### src/rtl/mbrtu_pkg.sv
`default_nettype none

package mbrtu_pkg;

   // Request kinds on the input channel
   localparam logic [1:0] KIND_READ  = 2'd0;
   localparam logic [1:0] KIND_WRITE = 2'd1;
   localparam logic [1:0] KIND_BYTE  = 2'd2;
   localparam logic [1:0] KIND_END   = 2'd3;

   // Result kinds
   localparam logic RESULT_TX   = 1'b0;
   localparam logic RESULT_DONE = 1'b1;

   // Completion status codes
   localparam logic [1:0] STATUS_OK      = 2'd0;
   localparam logic [1:0] STATUS_SHORT   = 2'd1;
   localparam logic [1:0] STATUS_CRC     = 2'd2;
   localparam logic [1:0] STATUS_HEADER  = 2'd3;

   // Modbus function codes and fixed frame fields
   localparam logic [7:0]  FUNC_READ  = 8'h03;
   localparam logic [7:0]  FUNC_WRITE = 8'h06;
   localparam logic [15:0] READ_COUNT = 16'h0001;

   // CRC-16/Modbus
   localparam logic [15:0] CRC_INIT = 16'hFFFF;
   localparam logic [15:0] CRC_POLY = 16'hA001;

   // Frame and response sizes
   localparam int FRAME_BYTES                    = 8;
   localparam int MIN_READ_LEN                   = 5;
   localparam int MIN_WRITE_LEN                  = 6;
   localparam int RESPONSE_BUFFER_BYTES_DEFAULT  = 8;

   localparam logic [7:0] SLAVE_ADDRESS_RESET = 8'd1;

   typedef struct packed {
      logic [1:0]  kind;
      logic [15:0] register_address;
      logic [15:0] write_value;
      logic [7:0]  rx_byte;
   } req_type;

   typedef struct packed {
      logic        result_kind;
      logic [7:0]  tx_byte;
      logic        last_of_frame;
      logic [1:0]  status;
      logic [15:0] read_value;
   } rsp_type;

   // Fold one byte into a reflected CRC-16
   function automatic logic [15:0] crc_byte(input logic [15:0] crc, input logic [7:0] data);
      logic [15:0] c;
      c = crc ^ {8'h00, data};
      for (int k = 0; k < 8; k++) begin
         if (c[0]) begin
            c = (c >> 1) ^ CRC_POLY;
         end else begin
            c = c >> 1;
         end
      end
      return c;
   endfunction

endpackage

`default_nettype wire

### src/rtl/modbus_rtu_master_frame_engine_core.sv
// Modbus RTU master frame engine for single holding registers (FC03 read, FC06 write).
// Input channel req_*: one item is a read request, a write request, a received
// response byte, or an end-of-response / timeout marker.
// Result channel rsp_*: a request yields eight transmit bytes (slave id, function,
// address, count or value, CRC low then high), the eighth flagged last_of_frame.
// An end-of-response marker yields one completion with status and read value.
// Received bytes, and markers with nothing pending, yield no result.
// A completion appears in the cycle after its marker is accepted; for a
// request the frame fields are latched into the sequencer, which then loads the
// bytes into the output register one per cycle unless the receiver stalls.
// Received bytes and markers go at one per cycle while req_ready is high; a
// request holds req_ready low while the frame sequencer walks the eight bytes,
// folding the first six into its CRC register.
// csr_write_enable writes the slave id at once; reset sets it to 1.
// Reset (synchronous) clears the pending transaction, the receive state and
// the output register.
// When the receiver stalls, the output register holds its item and req_ready
// drops until the register is free.
`default_nettype none

module modbus_rtu_master_frame_engine_core #(
   parameter int RESPONSE_BUFFER_BYTES = mbrtu_pkg::RESPONSE_BUFFER_BYTES_DEFAULT
) (
   input  wire logic               clock,
   input  wire logic               reset,
   input  wire logic               req_valid,
   output      logic               req_ready,
   input  wire mbrtu_pkg::req_type req_data,
   output      logic               rsp_valid,
   input  wire logic               rsp_ready,
   output      mbrtu_pkg::rsp_type rsp_data,
   input  wire logic               csr_write_enable,
   input  wire logic [7:0]         csr_write_data
);

   localparam int CNT_W = $clog2(RESPONSE_BUFFER_BYTES + 1);
   localparam int IDX_W = $clog2(mbrtu_pkg::FRAME_BYTES);
   localparam logic [IDX_W-1:0] IDX_LAST = IDX_W'(mbrtu_pkg::FRAME_BYTES - 1);
   localparam logic [IDX_W-1:0] IDX_CRC  = IDX_W'(mbrtu_pkg::FRAME_BYTES - 2);

   typedef enum logic [2:0] {
      OP_NONE  = 3'b001,
      OP_READ  = 3'b010,
      OP_WRITE = 3'b100
   } op_type;

   logic [7:0]         slave_ff, slave_in;
   op_type             pending_ff, pending_in;
   logic [CNT_W-1:0]   rx_count_ff, rx_count_in;
   logic [15:0]        rx_crc_ff, rx_crc_in;
   logic [15:0]        rx_last_ff, rx_last_in;
   logic [15:0]        rx_header_ff, rx_header_in;
   logic [15:0]        rx_data_ff, rx_data_in;

   logic               tx_busy_ff, tx_busy_in;
   logic [IDX_W-1:0]   tx_idx_ff, tx_idx_in;
   logic [15:0]        tx_crc_ff, tx_crc_in;
   logic [7:0]         tx_id_ff, tx_id_in;
   logic [7:0]         tx_func_ff, tx_func_in;
   logic [15:0]        tx_addr_ff, tx_addr_in;
   logic [15:0]        tx_word_ff, tx_word_in;

   logic               rsp_valid_ff, rsp_valid_in;
   mbrtu_pkg::rsp_type rsp_data_ff, rsp_data_in;

   logic               out_free;
   logic               req_fire;
   logic               is_request;
   logic               tx_step;
   logic               done_load;
   logic [7:0]         tx_cur;
   mbrtu_pkg::rsp_type done_item;

   assign out_free   = !rsp_valid_ff || rsp_ready;
   assign req_ready  = !tx_busy_ff && out_free;
   assign req_fire   = req_valid && req_ready;
   assign is_request = (req_data.kind == mbrtu_pkg::KIND_READ) ||
                       (req_data.kind == mbrtu_pkg::KIND_WRITE);
   assign tx_step    = tx_busy_ff && out_free;
   assign done_load  = req_fire && (req_data.kind == mbrtu_pkg::KIND_END) &&
                       (pending_ff != OP_NONE);

   // Pick the frame byte for the current sequencer position
   always_comb begin
      unique case (tx_idx_ff)
         3'd0:    tx_cur = tx_id_ff;
         3'd1:    tx_cur = tx_func_ff;
         3'd2:    tx_cur = tx_addr_ff[15:8];
         3'd3:    tx_cur = tx_addr_ff[7:0];
         3'd4:    tx_cur = tx_word_ff[15:8];
         3'd5:    tx_cur = tx_word_ff[7:0];
         3'd6:    tx_cur = tx_crc_ff[7:0];
         default: tx_cur = tx_crc_ff[15:8];
      endcase
   end

   // Check the collected response and build the completion item
   always_comb begin
      logic             is_read;
      logic [CNT_W-1:0] min_len;
      logic [15:0]      recv_crc;
      is_read  = (pending_ff == OP_READ);
      min_len  = is_read ? CNT_W'(mbrtu_pkg::MIN_READ_LEN) : CNT_W'(mbrtu_pkg::MIN_WRITE_LEN);
      recv_crc = {rx_last_ff[7:0], rx_last_ff[15:8]};
      done_item               = '0;
      done_item.result_kind   = mbrtu_pkg::RESULT_DONE;
      done_item.last_of_frame = 1'b1;
      priority if (rx_count_ff < min_len) begin
         done_item.status = mbrtu_pkg::STATUS_SHORT;
      end else if (rx_crc_ff != recv_crc) begin
         done_item.status = mbrtu_pkg::STATUS_CRC;
      end else if (is_read && (rx_header_ff != {slave_ff, mbrtu_pkg::FUNC_READ})) begin
         done_item.status = mbrtu_pkg::STATUS_HEADER;
      end else begin
         done_item.status = mbrtu_pkg::STATUS_OK;
         if (is_read) begin
            done_item.read_value = rx_data_ff;
         end
      end
   end

   // Next state: configuration, frame sequencer, receive state, output register
   always_comb begin
      slave_in     = slave_ff;
      pending_in   = pending_ff;
      rx_count_in  = rx_count_ff;
      rx_crc_in    = rx_crc_ff;
      rx_last_in   = rx_last_ff;
      rx_header_in = rx_header_ff;
      rx_data_in   = rx_data_ff;
      tx_busy_in   = tx_busy_ff;
      tx_idx_in    = tx_idx_ff;
      tx_crc_in    = tx_crc_ff;
      tx_id_in     = tx_id_ff;
      tx_func_in   = tx_func_ff;
      tx_addr_in   = tx_addr_ff;
      tx_word_in   = tx_word_ff;
      rsp_valid_in = rsp_valid_ff;
      rsp_data_in  = rsp_data_ff;

      if (csr_write_enable) begin
         slave_in = csr_write_data;
      end

      // Drop a taken item from the output register
      if (out_free) begin
         rsp_valid_in = 1'b0;
      end

      // Advance the sequencer by one frame byte
      if (tx_step) begin
         rsp_valid_in              = 1'b1;
         rsp_data_in               = '0;
         rsp_data_in.result_kind   = mbrtu_pkg::RESULT_TX;
         rsp_data_in.tx_byte       = tx_cur;
         rsp_data_in.last_of_frame = (tx_idx_ff == IDX_LAST);
         // Fold only the header and data bytes; hold the CRC while it goes out
         if (tx_idx_ff < IDX_CRC) begin
            tx_crc_in = mbrtu_pkg::crc_byte(tx_crc_ff, tx_cur);
         end
         tx_idx_in                 = tx_idx_ff + IDX_W'(1);
         if (tx_idx_ff == IDX_LAST) begin
            tx_busy_in = 1'b0;
         end
      end

      if (req_fire) begin
         if (is_request) begin
            // Latch the frame fields and clear the receive state
            tx_busy_in   = 1'b1;
            tx_idx_in    = '0;
            tx_crc_in    = mbrtu_pkg::CRC_INIT;
            tx_id_in     = slave_ff;
            tx_addr_in   = req_data.register_address;
            if (req_data.kind == mbrtu_pkg::KIND_READ) begin
               tx_func_in = mbrtu_pkg::FUNC_READ;
               tx_word_in = mbrtu_pkg::READ_COUNT;
               pending_in = OP_READ;
            end else begin
               tx_func_in = mbrtu_pkg::FUNC_WRITE;
               tx_word_in = req_data.write_value;
               pending_in = OP_WRITE;
            end
            rx_count_in  = '0;
            rx_crc_in    = mbrtu_pkg::CRC_INIT;
            rx_last_in   = '0;
            rx_header_in = '0;
            rx_data_in   = '0;
         end else if (pending_ff != OP_NONE) begin
            if (req_data.kind == mbrtu_pkg::KIND_BYTE) begin
               // Collect a response byte; the CRC lags two bytes behind
               if (rx_count_ff < CNT_W'(RESPONSE_BUFFER_BYTES)) begin
                  if (rx_count_ff >= CNT_W'(2)) begin
                     rx_crc_in = mbrtu_pkg::crc_byte(rx_crc_ff, rx_last_ff[15:8]);
                  end
                  rx_last_in = {rx_last_ff[7:0], req_data.rx_byte};
                  if (rx_count_ff == CNT_W'(0)) begin
                     rx_header_in = {req_data.rx_byte, 8'h00};
                  end else if (rx_count_ff == CNT_W'(1)) begin
                     rx_header_in = {rx_header_ff[15:8], req_data.rx_byte};
                  end else if (rx_count_ff == CNT_W'(3)) begin
                     rx_data_in = {req_data.rx_byte, 8'h00};
                  end else if (rx_count_ff == CNT_W'(4)) begin
                     rx_data_in = {rx_data_ff[15:8], req_data.rx_byte};
                  end
                  rx_count_in = rx_count_ff + CNT_W'(1);
               end
            end else begin
               // Report the completion and close the transaction
               rsp_valid_in = 1'b1;
               rsp_data_in  = done_item;
               pending_in   = OP_NONE;
            end
         end
      end
   end

   // Control state with reset
   always_ff @(posedge clock) begin
      if (reset) begin
         slave_ff     <= mbrtu_pkg::SLAVE_ADDRESS_RESET;
         pending_ff   <= OP_NONE;
         rx_count_ff  <= '0;
         rx_crc_ff    <= mbrtu_pkg::CRC_INIT;
         rx_last_ff   <= '0;
         rx_header_ff <= '0;
         rx_data_ff   <= '0;
         tx_busy_ff   <= 1'b0;
         tx_idx_ff    <= '0;
         rsp_valid_ff <= 1'b0;
      end else begin
         slave_ff     <= slave_in;
         pending_ff   <= pending_in;
         rx_count_ff  <= rx_count_in;
         rx_crc_ff    <= rx_crc_in;
         rx_last_ff   <= rx_last_in;
         rx_header_ff <= rx_header_in;
         rx_data_ff   <= rx_data_in;
         tx_busy_ff   <= tx_busy_in;
         tx_idx_ff    <= tx_idx_in;
         rsp_valid_ff <= rsp_valid_in;
      end
   end

   // Payload registers
   always_ff @(posedge clock) begin
      tx_crc_ff   <= tx_crc_in;
      tx_id_ff    <= tx_id_in;
      tx_func_ff  <= tx_func_in;
      tx_addr_ff  <= tx_addr_in;
      tx_word_ff  <= tx_word_in;
      rsp_data_ff <= rsp_data_in;
   end

   assign rsp_valid = rsp_valid_ff;
   assign rsp_data  = rsp_data_ff;

   // A request arms the sequencer with the slave id as its first frame byte
   a_first_byte: assert property (@(posedge clock) disable iff (reset)
      (req_fire && is_request) |=> (tx_busy_ff && (tx_idx_ff == '0) &&
         (tx_id_ff == $past(slave_ff))))
      else $error("first frame byte is not the slave id");

   // The sequencer goes idle only after loading the last frame byte
   a_frame_end: assert property (@(posedge clock) disable iff (reset)
      (!$past(reset) && $fell(tx_busy_ff)) |-> (rsp_valid_ff && rsp_data_ff.last_of_frame &&
         rsp_data_ff.result_kind == mbrtu_pkg::RESULT_TX))
      else $error("frame ended without last byte");

   // A completion closes the pending transaction
   a_done_closes: assert property (@(posedge clock) disable iff (reset)
      done_load |=> (pending_ff == OP_NONE && rsp_valid_ff &&
         rsp_data_ff.result_kind == mbrtu_pkg::RESULT_DONE))
      else $error("completion left a transaction pending");

   // The receive count never passes the buffer size
   a_rx_bound: assert property (@(posedge clock) disable iff (reset)
      (rx_count_ff <= CNT_W'(RESPONSE_BUFFER_BYTES)))
      else $error("receive count overflow");

endmodule

`default_nettype wire

### config.mk
export PLATFORM = sky130hd
export DESIGN_NAME = modbus_rtu_master_frame_engine_core
export DESIGN_NICKNAME = d
export VERILOG_FILES = /design/src/rtl/mbrtu_pkg.sv /design/src/rtl/modbus_rtu_master_frame_engine_core.sv
export SDC_FILE = /design/constraint.sdc
export NUM_CORES = 1
export LEC_CHECK = 0
export BUFFER_PORTS_ARGS = -buffer_cell sky130_fd_sc_hd__clkbuf_2
export CORE_MARGIN = 8
export CORE_UTILIZATION = 35
export CTS_BUF_LIST = sky130_fd_sc_hd__clkbuf_8
export CTS_CLUSTER_DIAMETER = 150
export DETAILED_ROUTE_END_ITERATION = 8
export PLACE_DENSITY = 0.57
export SYNTH_ARGS = -nofsm -noshare
export SYNTH_HDL_FRONTEND = slang
export SYNTH_SLANG_ARGS = --single-unit
### constraint.sdc
create_clock -name clock -period 3.35 [get_ports clock]
set_input_delay 0.1675 -clock clock [delete_from_list [all_inputs] [get_ports clock]]
set_output_delay 0.1675 -clock clock [all_outputs]
set_load 0.01 [all_outputs]
== Yosys cells after proc, flatten, opt, wreduce, memory -nomap -nowiden ==
Index checks and enable logic that the tools add are counted.
W data, S select, Z words.

* Reduce and logical (&&, ||, !) cells: 27
* Magnitude comparators: 4
* Multiply operators: 0
* Add/subtract/negate cells: 2
* Equal/unequal tests: 19
* Divide/modulo/power cells: 0
* Shift operators: 0
* Bitwise logic cells: 18
* Multiplexer cells: 135

{| class="wikitable"
|+ Operators by type and width
! kind !! count
|-
| $mux W16 || 101
|-
| $mux W28 || 5
|-
| $pmux W8 S7 || 1
|-
| $not A2 Y3 || 16
|-
| $ne A16 B16 Y1 || 2
|-
| $xor A16 B8 Y16 || 2
|-
| $mux W3 || 8
|-
| $mux W4 || 4
|-
| $mux W8 || 2
|-
| $reduce_and A5 Y1 || 3
|-
| $reduce_and A7 Y1 || 2
|-
| $eq A3 B3 Y1 const B || 4
|-
| $reduce_bool A2 Y1 || 6
|-
| $mux W1 || 10
|-
| $eq A3 B2 Y1 const B || 3
|-
| $mux W2 || 4
|-
| $ne A2 B2 Y1 const B || 3
|-
| $reduce_bool A3 Y1 || 2
|-
| $add A4 B1 Y4 const B || 1
|-
| $eq A4 B1 Y1 const B || 1
|-
| $eq A4 B2 Y1 const B || 1
|-
| $eq A4 B3 Y1 const B || 1
|-
| $ge A4 B2 Y1 const B || 1
|-
| $logic_and A1 B1 Y1 || 4
|-
| other kinds (16) || 18
|}

* Output and inout bits: 30
* Memories kept: 0
* Bits in latches: 0
* Word-level logic and storage cells: 227
* Bits of input ports: 55
* Bits in read-only memories: 0
* Bits in registers: 176
* Bits in writable memories: 0

== Longest topological paths before layout ==
* Word-level depth: 64
* Mapped depth: 14

== Least setup slack after synthesis ==
Ideal clock, no wire load.

* Path kind: register to register
* Start: register rsp_valid_ff, in the netlist rsp_valid
* End: register pending_ff[2]
* Arrival: 3.076 ns
* Path buffers: 2
* Setup slack: 0.203 ns
* Data required time: 3.279 ns
* Cell stages (with the launch flop): 10
* Clock period less this slack: 3.147 ns
* Cell sequence: dfxtp_1 -> nand2b_1 -> nor2b_1 -> and2_1 -> clkbuf_1 -> nand2_1 -> inv_1 -> clkbuf_1 -> a22oi_1 -> nor2_1

* Cells in the longest elaborated chain, start to end: 5

{| class="wikitable"
|+ RTL lines
! item !! line !! RTL
|-
| start, declared || modbus_rtu_master_frame_engine_core.sv:63 || <nowiki>logic rsp_valid_ff, rsp_valid_in;</nowiki>
|-
| start signal, assigned || modbus_rtu_master_frame_engine_core.sv:241 || <nowiki>rsp_valid_ff <= rsp_valid_in;</nowiki>
|-
| $logic_not A1 Y1 || modbus_rtu_master_frame_engine_core.sv:74 || <nowiki>assign out_free = !rsp_valid_ff || rsp_ready;</nowiki>
|-
| $logic_or A1 B1 Y1 || modbus_rtu_master_frame_engine_core.sv:74 ||
|-
| $logic_and A1 B1 Y1 || modbus_rtu_master_frame_engine_core.sv:75 || <nowiki>assign req_ready = !tx_busy_ff && out_free;</nowiki>
|-
| via req_ready || modbus_rtu_master_frame_engine_core.sv:27 || <nowiki>output logic req_ready,</nowiki>
|-
| $logic_and A1 B1 Y1 || modbus_rtu_master_frame_engine_core.sv:76 || <nowiki>assign req_fire = req_valid && req_ready;</nowiki>
|-
| $reduce_and A3 Y1 (no line) || -- ||
|-
| end signal, assigned || modbus_rtu_master_frame_engine_core.sv:233 || <nowiki>pending_ff <= pending_in;</nowiki>
|-
| end, declared || modbus_rtu_master_frame_engine_core.sv:48 || <nowiki>op_type pending_ff, pending_in;</nowiki>
|}

The timed path passes the listed nets, and every way through them passes these cells.
A chain may end at the register's enable or synchronous reset.

== Final worst setup path ==
* Start: register tx_idx_ff[1]
* End: register tx_crc_ff[15]

* Cells in the longest elaborated chain, start to end: 30
* Elaborated cells on any way between the ends: 43
* Classes of those cells: 1 x order compare; 6 x eq/ne; 27 x mux; 8 x bitwise; 1 x reduce/logical

{| class="wikitable"
|+ RTL lines
! item !! line !! RTL
|-
| start, declared || modbus_rtu_master_frame_engine_core.sv:56 || <nowiki>logic [IDX_W-1:0] tx_idx_ff, tx_idx_in;</nowiki>
|-
| start signal, assigned || modbus_rtu_master_frame_engine_core.sv:240 || <nowiki>tx_idx_ff <= tx_idx_in;</nowiki>
|-
| $eq A3 B3 Y1, or another cell as far along || modbus_rtu_master_frame_engine_core.sv:85 || <nowiki>unique case (tx_idx_ff)</nowiki>
|-
| $pmux W8 S7 || modbus_rtu_master_frame_engine_core.sv:85 ||
|-
| $xor A16 B8 Y16 || mbrtu_pkg.sv:56 || <nowiki>c = crc ^ {8'h00, data};</nowiki>
|-
| $mux W16 or $not A2 Y3 (tied branches) || -- ||
|-
| $mux W16, on equally long branches || modbus_rtu_master_frame_engine_core.sv:158, mbrtu_pkg.sv:58 ||
|-
| $mux W16, on equally long branches || modbus_rtu_master_frame_engine_core.sv:151, modbus_rtu_master_frame_engine_core.sv:158 ||
|-
| $mux W16, or another cell as far along || mbrtu_pkg.sv:58 || <nowiki>if (c[0]) begin</nowiki>
|-
| $mux W16, on equally long branches || modbus_rtu_master_frame_engine_core.sv:158, mbrtu_pkg.sv:58 ||
|-
| [... 15 more ...] || -- ||
|-
| $mux W16 || modbus_rtu_master_frame_engine_core.sv:158 || <nowiki>if (tx_idx_ff < IDX_CRC) begin</nowiki>
|-
| $mux W16 || modbus_rtu_master_frame_engine_core.sv:151 || <nowiki>if (tx_step) begin</nowiki>
|-
| $mux W16 || mbrtu_pkg.sv:58 ||
|-
| $mux W16 (*) || modbus_rtu_master_frame_engine_core.sv:158 ||
|-
| $mux W16 (*) || modbus_rtu_master_frame_engine_core.sv:151 ||
|-
| $mux W16 || modbus_rtu_master_frame_engine_core.sv:168 || <nowiki>if (is_request) begin</nowiki>
|-
| $mux W16 (*) || modbus_rtu_master_frame_engine_core.sv:167 || <nowiki>if (req_fire) begin</nowiki>
|-
| via tx_crc_in[15] || modbus_rtu_master_frame_engine_core.sv:57 || <nowiki>logic [15:0] tx_crc_ff, tx_crc_in;</nowiki>
|-
| end signal, assigned || modbus_rtu_master_frame_engine_core.sv:247 || <nowiki>tx_crc_ff <= tx_crc_in;</nowiki>
|-
| end, declared || modbus_rtu_master_frame_engine_core.sv:57 ||
|}

The timed path passes the listed nets; every way through them passes the cells marked *. The select of a mux whose other input is x is not followed.

==> impl_summary.log <==
[metrics] hold slack final: 0.0217 ns
[metrics] Sequential Area: 3820 um2
[metrics] antenna violation net count after detailed routing: 0
[metrics] slew of the pin with the lowest slew margin: 1.01 ns
[metrics] area of combinational cells with multiple inputs: 3310 um2
[metrics] worst hold stages: 3
[metrics] final critical-path share of the clock period: 89.7%
[metrics] clock transition at the registers of the reported paths: 0.10 ns
[metrics] outcome: complete, no violations
[metrics] final routed wire length divided by cell count: 16.4 um
[metrics] H-tree levels: 4
[metrics] Gate Count Post-Synth: 761
[metrics] library cell used as clock root buffer: clkbuf_8
[metrics] Placement Cell Area: 8100 um2
[metrics] cts hold-fix bufs: 44
[metrics] antenna diode instance count: 0
[metrics] HPWL Detailed: 13.5 mm
[metrics] Post-Synth XOR/XNOR Area: 7.24%
[metrics] chip width: 161 um
[metrics] number of gates given a new drive strength after cts: 0
[metrics] Synth Flop Type: dfxtp_1
[metrics] Setup-failing EPs final: 0
[metrics] fraction of synthesized area in multiplexers: 2.78%
[metrics] main area contributors after synthesis: dfxtp_1 (35%), edfxtp_1 (17%), a21oi_1 (4.7%), nor2_1 (4.4%), xnor2_1 (3.4%)
[metrics] dominant combinational cell family by area after synthesis: simple AND/OR/NAND/NOR gates
[metrics] detailed-route DRC error count: 0
[metrics] critical path endpoint category: flip-flop
[metrics] FF-to-FF Start: tx_idx_ff[1]$_SDFF_PP0_
[metrics] total clock sinks: 170
[metrics] area fraction in compound gates after synthesis: 14.6%
[metrics] vias after detailed routing: 5753
[metrics] relative max-transition margin: 32.4%
[metrics] share of the synthesized area in the top cell type: 34.7%
[metrics] most frequent cells after synthesis: dfxtp_1 (128), nor2_1 (87), a21oi_1 (69)
[metrics] effective utilization at floorplan: 35.3%
[metrics] kind of critical path: reg2reg
[metrics] final weighted congestion in routability-driven placement: 0.841
[metrics] post-synthesis share of cell area spent on and, or, nand and nor gates: 17.8%
[metrics] Post-Synth Adder-Cell Area: 2.37%
[metrics] worst setup path startpoint: tx_idx_ff[1]$_SDFF_PP0_
[metrics] crit start category: flip-flop
[metrics] Worst Hold Class: in2reg
[metrics] Register-to-Register Setup Slack: 0.35 ns
[metrics] proportion of register bits with asynchronous set or reset after synthesis: 0%
[metrics] FF-to-FF path depth: 10
[metrics] sum of negative setup slack: 0 ns
[metrics] first-pass detailed-route iteration total: 5
[metrics] routed via count divided by cell count: 4.93
[metrics] total global-route track usage: 14.8%
[metrics] largest net degree at the start of global routing: 47
[metrics] Post-Place Worst Slack: 0.393 ns
[metrics] final worst clock skew: 0.0216 ns
[metrics] sequential share of the synthesized area: 51.8%
[metrics] critical path capture point: tx_crc_ff[15]$_DFF_P_
[metrics] number of synthesis warnings: 0
[metrics] Post-CTS Setup Inserts: 0
[metrics] Worst R2R End: tx_crc_ff[15]$_DFF_P_
[metrics] TritonCTS clock tree: done
[metrics] Syn Nets: 830
[metrics] total die area: 26000 um2
[metrics] Netlist cell types: 54
[metrics] Pwr per Cell Area: 554 nW/um2
[metrics] Leakage: 3.54 nW
[metrics] final net count: 948
[metrics] Floorplan Core Area: 20900 um2
[metrics] vias in the first global route: 5650
[metrics] unrepaired setup endpoints after global routing: false
[metrics] Die Height: 161 um
[metrics] final critical path time including I/O delays and setup: 3.00 ns
[metrics] top-level I/O count: 85
[metrics] number of antenna violations at the first check in global routing: 0
[metrics] Inserted Clock Buffers: 17
[metrics] Post-synth EDFFs: 42
[metrics] endpoint required time on the critical path: 3.75 ns
[metrics] total global routing overflow: 0
[metrics] detailed router's first-iteration violation count: 301
[metrics] total wirelength of the detailed-routed design: 19.1 mm
[metrics] most frequent cell after synthesis: dfxtp_1
[metrics] fillcell total: 2054
[metrics] Layout Area Growth over Synthesis: 21.6%
[metrics] arrival time of data at the critical path endpoint: 3.40 ns
[metrics] worst vdd ir: 0.000229 V
[metrics] number of buffers between clock root and the deepest sink: 2
[metrics] cell taking the most area after synthesis: dfxtp_1
[metrics] post-route cell area: 8970 um2
[metrics] Port Buffers: 84
[metrics] slack of the critical path: 0.346 ns
[metrics] layout cell share with drive strength beyond 1: 18.5%
[metrics] first-pass GRT wire length: 30.5 mm
[metrics] number of pins exceeding their max-slew limit in the final report: 0
[metrics] critical path peak fanout: 12
[metrics] number of storage elements in the synthesis netlist: 170
[metrics] number of maximum-capacitance violations: 0
[metrics] insertion delay of the later-clocked pin in the worst-skew pair: 0.47 ns
[metrics] placement row count: 53
[metrics] f_max: 333 MHz
[metrics] final number of hold-violating endpoints: 0
[metrics] synthesized area: 7380 um2
[metrics] mean cell area of the mapped netlist: 9.70 um2
## layout by cell type (no fill, tap or decap), types with 9 or more instances in the layout
cell type / n
dfxtp_1: 128
nor2_1: 87
clkbuf_2: 84
a21oi_1: 69
nand2_1: 66
dlygate4sd3_1: 44
edfxtp_1: 42
xnor2_1: 29
nand3_1: 27
nor3_1: 27
o21ai_0: 20
xor2_1: 20
a22o_1: 19
buf_4: 19
nor2b_1: 17
clkbuf_8: 17
nand2b_1: 16
ha_1: 14
mux2_2: 11
a32oi_1: 10
inv_1: 9
## cells by family (layout without fill, tap and decap cells)
family,after synthesis,after routing
AO/OA/AOI/OAI,167,167
multiplexers,19,19
AND/OR/NAND/NOR,277,277
flip-flops,170,170
adder cells (fa/ha/maj),14,14
buffers and inverters,59,190
XOR/XNOR,55,55
## cell type report
| cell class | count | share of cell area, % |
|---|---|---|
| well taps | 275 | 3.83 |
| inverters | 10 | 0.418 |
| multi-input cells | 532 | 36.9 |
| clock buffers | 17 | 2.61 |
| repair buffers | 148 | 11.4 |
| flip-flops and latches | 170 | 42.6 |
| clock inverters | 15 | 2.20 |
## metal layers
layer | wire, um | global-route usage (%)
met5 | 0 | 0
met4 | 290 | 4.92
met3 | 632 | 3.08
met2 | 9490 | 25.1
met1 | 8680 | 18.5
## how the worst min path moves through the flow
stage | start | end | slack, ns
after floorplan | req_data[40] | pending_ff[1]$_SDFFE_PP0P_ | 0.26
after global placement | req_data[27] | tx_addr_ff[3]$_DFFE_PP_ | 0.35
after detailed placement | req_data[29] | tx_addr_ff[5]$_DFFE_PP_ | 0.35
after CTS | csr_write_data[7] | slave_ff[7]$_SDFFE_PP0P_ | 0.003
after global routing | req_data[19] | tx_word_ff[11]$_SDFFCE_PP0P_ | 0.03
final | csr_write_data[7] | slave_ff[7]$_SDFFE_PP0P_ | 0.02
## state kept, by name, summed over array words and instances, names as in the netlist
register,count
rsp_data,28
rx_crc_ff,16
rx_data_ff,16
rx_header_ff,16
rx_last_ff,16
tx_addr_ff,16
tx_crc_ff,16
tx_word_ff,16
slave_ff,8
tx_id_ff,8
rx_count_ff,4
pending_ff,3
tx_idx_ff,3
tx_func_ff,2
rsp_valid,1
tx_busy_ff,1
## report_power, final
group,switching [mW],internal [mW]
logic,0.533,0.481
clock network,0.897,0.648
registers,0.145,2.27
## metrics by stage
step           utilization, %  total power [mW]  instances
3_3_place_gp             38.8              3.43       1091
3_5_place_dp             38.8              3.43       1091
2_1_floorplan               -              3.16        761
6_report                 43.0              4.97       1167
4_1_cts                  43.0              5.02       1167
5_1_grt                  43.0              5.21       1167
## critical path, stage by stage (launching register included)
cell,delay [ns]
dfxtp_1,0.39
inv_1,0.10
ha_1,0.19
or4_1,0.73
or3_1,0.38
o21ai_1,0.08
a211o_1,0.19
xnor2_2,0.15
xnor3_2,0.41
xor2_1,0.19
o21ai_1,0.13
(Power assumes the default switching activity.)
